[config.mk]
export PLATFORM = sky130hd
export DESIGN_NAME = ppm_rc_command_decoder
export DESIGN_NICKNAME = d
export VERILOG_FILES = /design/src/rtl/core/rcpd_pkg.sv /design/src/rtl/core/rcpd_mul.sv /design/src/rtl/core/rcpd_cfg.sv /design/src/rtl/core/ppm_rc_command_decoder.sv
export SDC_FILE = /design/constraint.sdc
export NUM_CORES = 2
export LEC_CHECK = 0
export BUFFER_PORTS_ARGS = -buffer_cell sky130_fd_sc_hd__buf_4
export CAP_MARGIN = 5
export CORE_MARGIN = 4
export CORE_UTILIZATION = 65
export CTS_BUF_LIST = sky130_fd_sc_hd__clkbuf_4
export DETAILED_ROUTE_END_ITERATION = 6
export GPL_TIMING_DRIVEN = 1
export PLACE_DENSITY = 0.92
export SLEW_MARGIN = 20
export SYNTH_ARGS = -nofsm -noshare
export SYNTH_HDL_FRONTEND = slang
export SYNTH_SLANG_ARGS = --single-unit
[constraint.sdc]
create_clock -name clk -period 11.5 [get_ports clk]
set_input_delay 2.3 -clock clk [delete_from_list [all_inputs] [get_ports clk]]
set_output_delay 2.3 -clock clk [all_outputs]
set_load 0.005 [all_outputs]
[src/rtl/core/rcpd_pkg.sv]
// Shared constants, register indexes and types of the RC PPM command decoder.
`default_nettype none
package rcpd_pkg;

  localparam int NUM_CHANNELS_DEF = 8;

  // Pulse width limits in microseconds
  localparam logic [10:0] WIDTH_MIN = 11'd900;
  localparam logic [10:0] WIDTH_MAX = 11'd2000;
  localparam logic [10:0] WIDTH_MID = 11'd1500;

  // Register reset values
  localparam logic [15:0] SYNC_GAP_RST = 16'd10000;
  localparam logic [15:0] LAT_GAIN_RST = 16'd32768;
  localparam logic [15:0] FWD_GAIN_RST = 16'd32768;
  localparam logic [15:0] YAW_GAIN_RST = 16'd16384;

  // Configuration port
  localparam int CFG_ADDR_W = 4;
  localparam int CFG_DATA_W = 32;
  localparam logic [1:0] REG_SYNC_GAP = 2'd0;
  localparam logic [1:0] REG_LAT_GAIN = 2'd1;
  localparam logic [1:0] REG_FWD_GAIN = 2'd2;
  localparam logic [1:0] REG_YAW_GAIN = 2'd3;

  // Shared multiplier
  localparam int MUL_W  = 26;
  localparam int PROD_W = 2 * MUL_W;

  // floor(x * 32768 / 1100) = (x * THR_RECIP) >> THR_SHIFT for x <= 1100
  localparam int THR_SHIFT = 21;
  localparam longint unsigned THR_RECIP_L = ((64'd1 << 36) + 64'd1099) / 64'd1100;
  localparam logic [MUL_W-1:0] THR_RECIP = MUL_W'(THR_RECIP_L);

  // floor(m / 1500) = (m * CMD_RECIP) >> CMD_SHIFT for m < 2^25
  localparam int CMD_SHIFT = 36;
  localparam longint unsigned CMD_RECIP_L = ((64'd1 << 36) + 64'd1499) / 64'd1500;
  localparam logic [MUL_W-1:0] CMD_RECIP = MUL_W'(CMD_RECIP_L);

  // Command slots worked in turn
  localparam logic [1:0] CMD_LAT = 2'd0;
  localparam logic [1:0] CMD_FWD = 2'd1;
  localparam logic [1:0] CMD_YAW = 2'd2;

  typedef struct packed {
    logic [15:0] sync_gap;
    logic [15:0] lat_gain;
    logic [15:0] fwd_gain;
    logic [15:0] yaw_gain;
  } cfg_regs_t;

endpackage
`default_nettype wire

[src/rtl/core/rcpd_mul.sv]
// Shared unsigned multiplier with registered product.
`default_nettype none
module rcpd_mul (
  input  wire logic                        clk,
  input  wire logic [rcpd_pkg::MUL_W-1:0]  op_a,
  input  wire logic [rcpd_pkg::MUL_W-1:0]  op_b,
  output logic      [rcpd_pkg::PROD_W-1:0] prod_r
);

  always_ff @(posedge clk) begin
    prod_r <= rcpd_pkg::PROD_W'(op_a) * rcpd_pkg::PROD_W'(op_b);
  end

endmodule
`default_nettype wire

[src/rtl/core/rcpd_cfg.sv]
// APB register file holding the sync limit and the three command gains.
`default_nettype none
module rcpd_cfg (
  input  wire logic                                clk,
  input  wire logic                                rst_n,
  input  wire logic                                psel,
  input  wire logic                                penable,
  input  wire logic                                pwrite,
  input  wire logic [rcpd_pkg::CFG_ADDR_W-1:0]     paddr,
  input  wire logic [rcpd_pkg::CFG_DATA_W-1:0]     pwdata,
  output logic      [rcpd_pkg::CFG_DATA_W-1:0]     prdata,
  output logic                                     pready,
  output rcpd_pkg::cfg_regs_t                      regs
);

  rcpd_pkg::cfg_regs_t regs_r;
  logic [1:0]          reg_idx;
  logic                wr_en;

  assign reg_idx = paddr[3:2];
  assign wr_en   = psel & penable & pwrite;
  assign pready  = 1'b1;
  assign regs    = regs_r;

  always_ff @(posedge clk) begin
    if (!rst_n) begin
      regs_r.sync_gap <= rcpd_pkg::SYNC_GAP_RST;
      regs_r.lat_gain <= rcpd_pkg::LAT_GAIN_RST;
      regs_r.fwd_gain <= rcpd_pkg::FWD_GAIN_RST;
      regs_r.yaw_gain <= rcpd_pkg::YAW_GAIN_RST;
    end else if (wr_en) begin
      unique case (reg_idx)
        rcpd_pkg::REG_SYNC_GAP: regs_r.sync_gap <= pwdata[15:0];
        rcpd_pkg::REG_LAT_GAIN: regs_r.lat_gain <= pwdata[15:0];
        rcpd_pkg::REG_FWD_GAIN: regs_r.fwd_gain <= pwdata[15:0];
        rcpd_pkg::REG_YAW_GAIN: regs_r.yaw_gain <= pwdata[15:0];
        default: ;
      endcase
    end
  end

  always_comb begin
    unique case (reg_idx)
      rcpd_pkg::REG_SYNC_GAP: prdata = rcpd_pkg::CFG_DATA_W'(regs_r.sync_gap);
      rcpd_pkg::REG_LAT_GAIN: prdata = rcpd_pkg::CFG_DATA_W'(regs_r.lat_gain);
      rcpd_pkg::REG_FWD_GAIN: prdata = rcpd_pkg::CFG_DATA_W'(regs_r.fwd_gain);
      rcpd_pkg::REG_YAW_GAIN: prdata = rcpd_pkg::CFG_DATA_W'(regs_r.yaw_gain);
      default:                prdata = '0;
    endcase
  end

endmodule
`default_nettype wire

[src/rtl/core/ppm_rc_command_decoder.sv]
// A stored pulse's result follows the throttle step, three command rounds and
// the output step; a sync or overrun edge is absorbed in the accepting cycle
// with no result. One sync edge per cycle while idle; input stalls while a pulse
// is in work. An item's ten products pass one registered multiplier in turn.
// Reset (rst_n, synchronous): slot index and last edge time clear, every channel
// slot returns to 900 us, registers return to their defaults, no result pending.
`default_nettype none
module ppm_rc_command_decoder #(
  parameter int NUM_CHANNELS = rcpd_pkg::NUM_CHANNELS_DEF
) (
  input  wire logic                                clk,
  input  wire logic                                rst_n,
  // input items
  input  wire logic                                in_valid,
  output logic                                     in_stall,
  input  wire logic [15:0]                         in_edge_time,
  // result items
  output logic                                     out_valid,
  input  wire logic                                out_stall,
  output logic      [14:0]                         out_throttle,
  output logic signed [15:0]                       out_lateral,
  output logic signed [15:0]                       out_forward,
  output logic signed [15:0]                       out_yaw,
  output logic      [2:0]                          out_stored_channel,
  // configuration
  input  wire logic                                psel,
  input  wire logic                                penable,
  input  wire logic                                pwrite,
  input  wire logic [rcpd_pkg::CFG_ADDR_W-1:0]     paddr,
  input  wire logic [rcpd_pkg::CFG_DATA_W-1:0]     pwdata,
  output logic      [rcpd_pkg::CFG_DATA_W-1:0]     prdata,
  output logic                                     pready
);

  localparam int SLOT_W = $clog2(NUM_CHANNELS + 1);
  localparam int CH_W   = $clog2(NUM_CHANNELS);

  localparam logic [2:0] ST_IDLE = 3'd0;
  localparam logic [2:0] ST_THR  = 3'd1;
  localparam logic [2:0] ST_A    = 3'd2;
  localparam logic [2:0] ST_B    = 3'd3;
  localparam logic [2:0] ST_Q    = 3'd4;
  localparam logic [2:0] ST_R    = 3'd5;
  localparam logic [2:0] ST_OUT  = 3'd6;

  rcpd_pkg::cfg_regs_t cfg;

  rcpd_cfg u_cfg (
    .clk     (clk),
    .rst_n   (rst_n),
    .psel    (psel),
    .penable (penable),
    .pwrite  (pwrite),
    .paddr   (paddr),
    .pwdata  (pwdata),
    .prdata  (prdata),
    .pready  (pready),
    .regs    (cfg)
  );

  logic [2:0]          state_r, state_nxt;
  logic [1:0]          k_r;
  logic [15:0]         prev_r;
  logic [SLOT_W-1:0]   slot_idx_r;
  logic [SLOT_W-1:0]   slot_r;
  logic [10:0]         chan_r [NUM_CHANNELS];
  logic [14:0]         thr_r;
  logic signed [15:0]  lat_r, fwd_r, yaw_r;
  logic                out_valid_r;
  logic [14:0]         out_thr_r;
  logic signed [15:0]  out_lat_r, out_fwd_r, out_yaw_r;
  logic [2:0]          out_ch_r;

  logic                       in_acc;
  logic [15:0]                gap;
  logic                       frame_restart;
  logic [10:0]                width_clamped;
  logic [10:0]                w_sel;
  logic [15:0]                gain_sel;
  logic                       neg_sel;
  logic [10:0]                mag_sel;
  logic [14:0]                thr_sat;
  logic [14:0]                thr_cur;
  logic [14:0]                q_mag;
  logic signed [15:0]         q_signed;
  logic                       out_free;
  logic [rcpd_pkg::MUL_W-1:0]  mul_a, mul_b;
  logic [rcpd_pkg::PROD_W-1:0] prod_r;

  rcpd_mul u_mul (
    .clk    (clk),
    .op_a   (mul_a),
    .op_b   (mul_b),
    .prod_r (prod_r)
  );

  assign in_stall = (state_r != ST_IDLE);
  assign in_acc   = in_valid & ~in_stall;
  assign out_free = ~out_valid_r | ~out_stall;

  assign gap           = in_edge_time - prev_r;
  assign frame_restart = (gap > cfg.sync_gap) || (slot_idx_r >= SLOT_W'(NUM_CHANNELS));

  always_comb begin
    if (gap > 16'(rcpd_pkg::WIDTH_MAX)) begin
      width_clamped = rcpd_pkg::WIDTH_MAX;
    end else if (gap < 16'(rcpd_pkg::WIDTH_MIN)) begin
      width_clamped = rcpd_pkg::WIDTH_MIN;
    end else begin
      width_clamped = gap[10:0];
    end
  end

  // Channel and gain of the command being worked
  always_comb begin
    case (k_r)
      rcpd_pkg::CMD_LAT: begin
        w_sel    = chan_r[0];
        gain_sel = cfg.lat_gain;
      end
      rcpd_pkg::CMD_FWD: begin
        w_sel    = chan_r[1];
        gain_sel = cfg.fwd_gain;
      end
      default: begin
        w_sel    = chan_r[3];
        gain_sel = cfg.yaw_gain;
      end
    endcase
  end

  assign neg_sel = (w_sel < rcpd_pkg::WIDTH_MID);
  assign mag_sel = neg_sel ? (rcpd_pkg::WIDTH_MID - w_sel) : (w_sel - rcpd_pkg::WIDTH_MID);

  // Throttle reaches 32768 only at full stick; hold it at 32767
  assign thr_sat = prod_r[rcpd_pkg::THR_SHIFT+15] ? 15'h7fff :
                   prod_r[rcpd_pkg::THR_SHIFT+14:rcpd_pkg::THR_SHIFT];
  assign thr_cur = (k_r == rcpd_pkg::CMD_LAT) ? thr_sat : thr_r;

  // Magnitude stays below 13107, so the signed result never needs clipping
  assign q_mag    = prod_r[rcpd_pkg::CMD_SHIFT+14:rcpd_pkg::CMD_SHIFT];
  assign q_signed = (neg_sel ^ (k_r == rcpd_pkg::CMD_FWD)) ? -$signed({1'b0, q_mag})
                                                           : $signed({1'b0, q_mag});

  always_comb begin
    unique case (state_r)
      ST_THR: begin
        mul_a = rcpd_pkg::MUL_W'(chan_r[2] - rcpd_pkg::WIDTH_MIN);
        mul_b = rcpd_pkg::THR_RECIP;
      end
      ST_A: begin
        mul_a = rcpd_pkg::MUL_W'(thr_cur);
        mul_b = rcpd_pkg::MUL_W'(mag_sel);
      end
      ST_B: begin
        mul_a = rcpd_pkg::MUL_W'(prod_r[24:0]);
        mul_b = rcpd_pkg::MUL_W'(gain_sel);
      end
      ST_Q: begin
        // drop the Q0.16 gain fraction, then divide by 1500
        mul_a = rcpd_pkg::MUL_W'(prod_r[40:16]);
        mul_b = rcpd_pkg::CMD_RECIP;
      end
      default: begin
        mul_a = '0;
        mul_b = '0;
      end
    endcase
  end

  always_comb begin
    state_nxt = state_r;
    unique case (state_r)
      ST_IDLE: if (in_acc && !frame_restart) state_nxt = ST_THR;
      ST_THR:  state_nxt = ST_A;
      ST_A:    state_nxt = ST_B;
      ST_B:    state_nxt = ST_Q;
      ST_Q:    state_nxt = ST_R;
      ST_R:    state_nxt = (k_r == rcpd_pkg::CMD_YAW) ? ST_OUT : ST_A;
      ST_OUT:  if (out_free) state_nxt = ST_IDLE;
      default: state_nxt = ST_IDLE;
    endcase
  end

  always_ff @(posedge clk) begin
    if (!rst_n) begin
      state_r     <= ST_IDLE;
      k_r         <= rcpd_pkg::CMD_LAT;
      prev_r      <= '0;
      slot_idx_r  <= '0;
      out_valid_r <= 1'b0;
      for (int i = 0; i < NUM_CHANNELS; i++) begin
        chan_r[i] <= rcpd_pkg::WIDTH_MIN;
      end
    end else begin
      state_r <= state_nxt;
      if (in_acc) begin
        prev_r <= in_edge_time;
        if (frame_restart) begin
          slot_idx_r <= '0;
        end else begin
          chan_r[slot_idx_r[CH_W-1:0]] <= width_clamped;
          slot_idx_r <= slot_idx_r + 1'b1;
        end
      end
      if (state_r == ST_THR) begin
        k_r <= rcpd_pkg::CMD_LAT;
      end else if (state_r == ST_R && k_r != rcpd_pkg::CMD_YAW) begin
        k_r <= k_r + 1'b1;
      end
      if (state_r == ST_OUT && out_free) begin
        out_valid_r <= 1'b1;
      end else if (!out_stall) begin
        out_valid_r <= 1'b0;
      end
    end
  end

  // Payload registers
  always_ff @(posedge clk) begin
    if (in_acc) begin
      slot_r <= slot_idx_r;
    end
    if (state_r == ST_A && k_r == rcpd_pkg::CMD_LAT) begin
      thr_r <= thr_sat;
    end
    if (state_r == ST_R) begin
      case (k_r)
        rcpd_pkg::CMD_LAT: lat_r <= q_signed;
        rcpd_pkg::CMD_FWD: fwd_r <= q_signed;
        default:           yaw_r <= q_signed;
      endcase
    end
    if (state_r == ST_OUT && out_free) begin
      out_thr_r <= thr_r;
      out_lat_r <= lat_r;
      out_fwd_r <= fwd_r;
      out_yaw_r <= yaw_r;
      out_ch_r  <= 3'(slot_r);
    end
  end

  assign out_valid          = out_valid_r;
  assign out_throttle       = out_thr_r;
  assign out_lateral        = out_lat_r;
  assign out_forward        = out_fwd_r;
  assign out_yaw            = out_yaw_r;
  assign out_stored_channel = out_ch_r;

  a_slot_range: assert property (@(posedge clk) disable iff (!rst_n)
    slot_idx_r <= SLOT_W'(NUM_CHANNELS))
    else $error("slot index beyond channel count");

  a_out_from_seq: assert property (@(posedge clk) disable iff (!rst_n)
    $rose(out_valid_r) |-> $past(state_r == ST_OUT))
    else $error("result raised outside the output step");

  a_all_cmds_done: assert property (@(posedge clk) disable iff (!rst_n)
    (state_r == ST_OUT) |-> (k_r == rcpd_pkg::CMD_YAW))
    else $error("output step reached before all commands worked");

  a_busy_no_accept: assert property (@(posedge clk) disable iff (!rst_n)
    (state_r != ST_IDLE) |-> in_stall)
    else $error("input open while an item is in work");

endmodule
`default_nettype wire
* Word level (Yosys, flattened, before mapping)
Memory sizes are Yosys's and may differ from the RTL's.
Index checks and enable logic that the tools add are counted.
W data, S select, Z words.
** Operators by class
- $add $sub $neg :: 7
- $mul :: 1
- Order comparisons :: 5
- Eq/ne operators :: 15
- Mux-type cells :: 26
- Bitwise gates (word level) :: 10
- Reduce and logical (&&, ||, !) cells :: 21
** Operators with widths (count)
- $pmux W26 S4 :: 2
- $pmux W32 S4 :: 1
- $mul A26 B26 Y51 :: 1
- $mux W11 :: 4
- $pmux W16 S2 :: 1
- $mux W15 :: 2
- $pmux W11 S2 :: 1
- $pmux W3 S7 :: 1
- $gt A16 B11 Y1 const B :: 1
- $gt A16 B16 Y1 :: 1
- $lt A16 B10 Y1 const B :: 1
- $mux W16 :: 1
- $neg A15 Y16 :: 1
- $reduce_and A2 Y1 :: 8
- $sub A16 B16 Y16 :: 1
- $mux W3 :: 4
- $sub A11 B10 Y12 const B :: 1
- $lt A11 B11 Y1 const B :: 1
- $reduce_or A11 Y1 :: 1
- $sub A11 B11 Y11 const A :: 1
- $sub A11 B11 Y11 const B :: 1
- $eq A3 B3 Y1 const B :: 3
- $mux W1 :: 8
- $eq A2 B2 Y1 const B :: 3
- 20 further kinds :: 35
** Word-level totals
- Bits in registers :: 273
- RAM bits :: 88
- Word-level logic and storage cells :: 106
- Memories :: 1
** Memory list
- chan_r :: depth 8, bits a word 11, rd ports 4, clocked after Yosys merged registers in 0, write ports 8, RTL line ppm_rc_command_decoder.sv:66 : logic [10:0] chan_r [NUM_CHANNELS];

* Depth between registers and ports, before layout
- Word-level depth :: 9
- Gate-level depth with buffers :: 38
- Depth with buffers taken out :: 34

* By module
From an unflattened synthesis, not the netlist that was laid out.
** Unflattened totals
- Cell total of the unflattened synthesis :: 3793
- Area, all modules :: 36926.7 µm²
** By module, submodules not included
- rcpd_mul :: instances 1, cells each 2574, area an instance 23369.9 µm², seq. area each 1041.0 µm²
- ppm_rc_command_decoder :: instances 1, cells each 942, area an instance 10608.9 µm², seq. area each 5805.6 µm²
- rcpd_cfg :: instances 1, cells each 277, area an instance 2947.8 µm², seq. area each 1281.2 µm²

* Worst setup path after synthesis
No wires, ideal clock.
- Path type :: register to register
- Start point :: register k_r[0]
- End point :: register u_mul.prod_r[43] (netlist name)
- Library setup time :: 0.124 ns
- Arrival :: 8.295 ns
- Setup slack :: 3.081 ns
- Stages on the path, launching flop included :: 35
- Path buffers :: 4
- Period minus slack after synthesis :: 8.419 ns
- Cells stage by stage :: dfxtp_1 -> inv_1 -> ha_1 -> buf_2 -> buf_2 -> a22o_1 -> a21oi_1 -> nor2_1 -> a311oi_1 -> o32a_1 -> mux2i_1 -> nor2_1 -> buf_2 -> nor2_1 -> fa_1 -> fa_1 -> inv_1 -> fa_1 -> inv_1 -> fa_1 -> inv_1 -> fa_1 -> inv_1 -> fa_1 -> fa_1 -> ha_1 -> clkbuf_1 -> nand2_1 -> o311ai_1 -> a21o_1 -> nor3b_1 -> a21oi_1 -> o31ai_1 -> a31oi_1 -> xnor2_1
** On the way
- Word-level cells in the longest chain between the ends :: 6
** RTL lines
- from (decl) :: RTL line ppm_rc_command_decoder.sv:62 : logic [1:0] k_r;
- from (signal assigned) :: RTL line ppm_rc_command_decoder.sv:188 : k_r <= rcpd_pkg::CMD_LAT;
- from (signal assigned) :: RTL line ppm_rc_command_decoder.sv:207 : k_r <= rcpd_pkg::CMD_LAT;
- from (signal assigned) :: RTL line ppm_rc_command_decoder.sv:209 : k_r <= k_r + 1'b1;
- $eq A2 B1 Y1 / $logic_not A2 Y1 (equally long branches) :: RTL line ppm_rc_command_decoder.sv:116, ppm_rc_command_decoder.sv:138
- $pmux W11 S2 :: RTL line ppm_rc_command_decoder.sv:116 : case (k_r)
- $sub A11 B11 Y11 / $lt A11 B11 Y1 (equally long branches) :: RTL line ppm_rc_command_decoder.sv:133, ppm_rc_command_decoder.sv:132
- $mux W11 :: RTL line ppm_rc_command_decoder.sv:133 : assign mag_sel = neg_sel ? (rcpd_pkg::WIDTH_MID - w_sel) : (w_sel - rcpd_pkg::WIDTH_MID);
- $pmux W26 S4 :: RTL line ppm_rc_command_decoder.sv:146 : unique case (state_r)
- $mul A26 B26 Y51 (*) :: RTL line rcpd_mul.sv:11 : prod_r <= rcpd_pkg::PROD_W'(op_a) * rcpd_pkg::PROD_W'(op_b);
- to (signal assigned) :: RTL line rcpd_mul.sv:11
- to (decl) :: RTL line rcpd_mul.sv:7 : output logic [rcpd_pkg::PROD_W-1:0] prod_r
Every way passes the cells marked *; elsewhere a longest branch is shown, timed or not.
A chain may end at the register's enable or synchronous reset.

* Worst setup path after layout
Ends and elaborated chain as after synthesis.

==> impl_metrics.yaml <==
sta:
  fin_ws_ns: 0.9340
  setup_viol: 0
  clock.fmax_ghz: 0.09464
  drv_slew: 0
  hold_viol: 0
  worst_clock_skew_ns: 0.1072
  fin_crit_sh: 0.9188
  rsz0062_at_grt: "no"
  period_needed_ns: 10.57
  max_slew_margin: 0.2176
  tightest_slew_ns: 1.174
  tns_ns: 0
cts:
  htreeDepth: 3
  cts_setup_buffers: 0
  cts_buffers: 84
  clk_latency_ns: 0.90
  cts_tree: "yes"
  clkSinkCount: 317
  ctsHoldBuffers: 0
  root_buffer: "clkbuf_4"
  clockBufferDepth: 3
  clk_pin_slew_worst_paths_ns: 0.07
  ctsResizeCount: 0
grt:
  grt_overflow: 0
  grt_max_degree: 80
  antenna_found_initial: 3
  grt_pass1_wl_mm: 160.8
  grt_usage: 0.3675
  first_global_vias: 29304
worst_setup_path:
  crit_path_start_kind: "flop"
  cp.depth: 31
  path_buf_inv: 6
  crit_arrival_ns: 11.33
  worstSetupPathType: "flop to flop"
  reg2reg_depth: 31
  worst_path_max_delay_cell: "nor2_1"
  r2r_slack_ns: 0.93
  worstPathMaxFanout: 21
  critPathTopFamily: "adder cells"
  crit_end: "u_mul.prod_r[43]"
  r2r-end: "u_mul.prod_r[43]"
  cp_data_required_time_ns: 12.26
  cp-end-kind: "flop"
  critPathMaxStageDelay_ns: 0.84
  startpoint: "k_r[0]"
  crit_top_cell: "fa_1"
  r2r_start: "k_r[0]"
logic_synthesis:
  netlist_area_sq_mm: 0.03430
  avgSynthCellArea_sq_um: 9.493
  ys_async_sr_fraction: 0
  synth_cell_types: 76
  synth_edf_count: 176
  synth-seq-area-share: 0.2364
  synth.area.top_cells: "fa_1 (30%), edfxtp_1 (15%), ha_1 (10%), dfxtp_1 (8.2%), inv_1 (8.0%)"
  synth_top_cell_by_area: "fa_1"
  synth_ff_type: "edfxtp_1"
  ys_ff_latch: 317
  yosysWarnings: 0
  syn_inst: 3613
  synth_top_cell_area_share: 0.3047
floorplan:
  core_sq_mm: 0.05182
  die_x_um: 237.7
  die_h_um: 237.7
  num_rows: 83
  num_io_pins: 160
  dieArea_sq_mm: 0.05650
  start_util: 0.6618
detailed_routing:
  dr.pass1.iters: 7
  route.detailed.drc: 6
  num_vias: 28245
  drt-vias-per-instance: 6.254
  drt_iter0_markers: 3776
  drt-total-wl_mm: 103.6
  antenna_left: 0
  wl_per_cell_um: 22.93
finish:
  drive_gt1_frac: 0.1094
  multi_input_area_sq_mm: 0.02293
  instances_no_fill: 4516
  seqCellArea_sq_mm: 0.008108
  fillers: 3301
  final_util: 0.7183
  layout.nets: 4621
  syn_to_final_growth_pct: 8.529
hold_path:
  hold_class: "flop to flop"
flow_run:
  max_cap_viol_count: 0
place:
  dp.cells: 4360
  port_buffers: 124
  place.gp.congestion: 1.024
  place_ws_ns: 1.302
  hpwl_mm: 78.61
status:
  violations: "DRC"
  status: "finished, violations left"
pwr:
  p_leak_uw: 0.01677
  powerDensity_mw_per_mm2: 112.8
  finalPower_uw: 4197
  peakVddDrop_mv: 0.08412
## cells in the mapped netlist, types with 26 or more instances
library cell,instances
and2_1,48
nor3_1,40
a21oi_1,165
edfxtp_1,176
dfxtp_1,141
buf_2,26
a211oi_1,41
clkbuf_1,91
nor2_1,343
nand2_1,388
ha_1,274
fa_1,522
xor2_1,28
a21o_1,43
nand3_1,42
o21ai_0,75
or2_2,47
inv_1,735
xnor2_1,54
## where the power goes
group,internal (uW),switching (uW),total (uW)
clock network,563,523,1090
registers,1330,101,1430
logic,561,1120,1680
total,2450,1750,4200
## stage by stage
stage	hold WS [ns]	area, sq um
after floorplan	0.4003	34400
after global placement	0.4005	36070
after detailed placement	0.4045	36070
after CTS	0.3916	37210
after global routing	0.4233	37220
final	0.3828	37220
## cells in the final DEF, fill, tap and decap left out, types with 8 or more instances in the layout
master      n
mux2i_1    20
nor3_1     37
conb_1     29
nand2b_1   12
clkinv_1   13
edfxtp_1  176
a22oi_1    12
a211oi_1   36
nor2b_1    20
or3_1      12
buf_4     188
a211o_1    13
a31oi_1    11
nand4_1    14
mux4_2     16
a21oi_1   164
xor2_1     28
dfxtp_1   141
or2_2      47
and3_1     12
xnor2_1    54
nor2_1    343
a22o_1     17
o21a_1     22
o21ai_0    75
nand2_1   388
o21bai_1    9
nor3b_1     8
a21o_1     43
ha_1      273
and2_1     48
inv_1     735
o211ai_1   12
o31ai_1    10
nand3_1    42
clkbuf_4  130
fa_1      522
## metal layers
metal	vias to the layer above	GRT usage	routed length (um)
li1	11752	-	-
met4	4	0.2105	7878
met2	2359	0.5653	45850
met5	-	0	69
met3	636	0.1425	15420
met1	13494	0.4448	34350
## sequential cells by signal, summed over array words and instances (netlist names)
register and flops:
out_valid 1, out_yaw 16, k_r 2, prev_r 16, out_forward 16, u_cfg.regs 64, slot_idx_r 4, slot_r 3
state_r 3, lat_r 16, out_stored_channel 3, out_lateral 16, u_mul.prod_r 51, fwd_r 16, out_throttle 15, thr_r 15
yaw_r 16, chan_r 44
## final cells by class
class	instances	area share
antenna	5	0.0003361
clock buffer	130	0.02622
clock inverter	21	0.004370
inverter	737	0.07432
multi-input combinational	2438	0.6162
sequential	317	0.2178
tap	680	0.02286
timing repair buffer	188	0.03792
## worst min path at each step
stage                                 end  startpoint  slack [ns]  cells past startpoint
after floorplan            out_forward[0]    fwd_r[0]        0.40                      0
after global placement    out_forward[10]   fwd_r[10]        0.40                      0
after detailed placement  out_forward[14]   fwd_r[14]        0.40                      0
after CTS                  out_lateral[9]    lat_r[9]        0.39                      0
after global routing           out_yaw[9]    yaw_r[9]        0.42                      0
final                      out_lateral[9]    lat_r[9]        0.38                      0
## cells by family (layout without fill, tap and decap cells)
logic type | count (synthesis) | after routing | share of synthesized area
and+or+nand+nor | 1008 | 1008 | 0.1293
muxes | 39 | 39 | 0.01733
buffers and inverters | 885 | 1076 | 0.09989
adders and majority gates | 796 | 796 | 0.4047
DFF | 317 | 317 | 0.2364
AOI/OAI and AO/OA | 484 | 484 | 0.09124
other | 2 | 34 | 0.0002190
xor gates and xnor gates | 82 | 82 | 0.02094
Power figures use the tool's default switching activity.
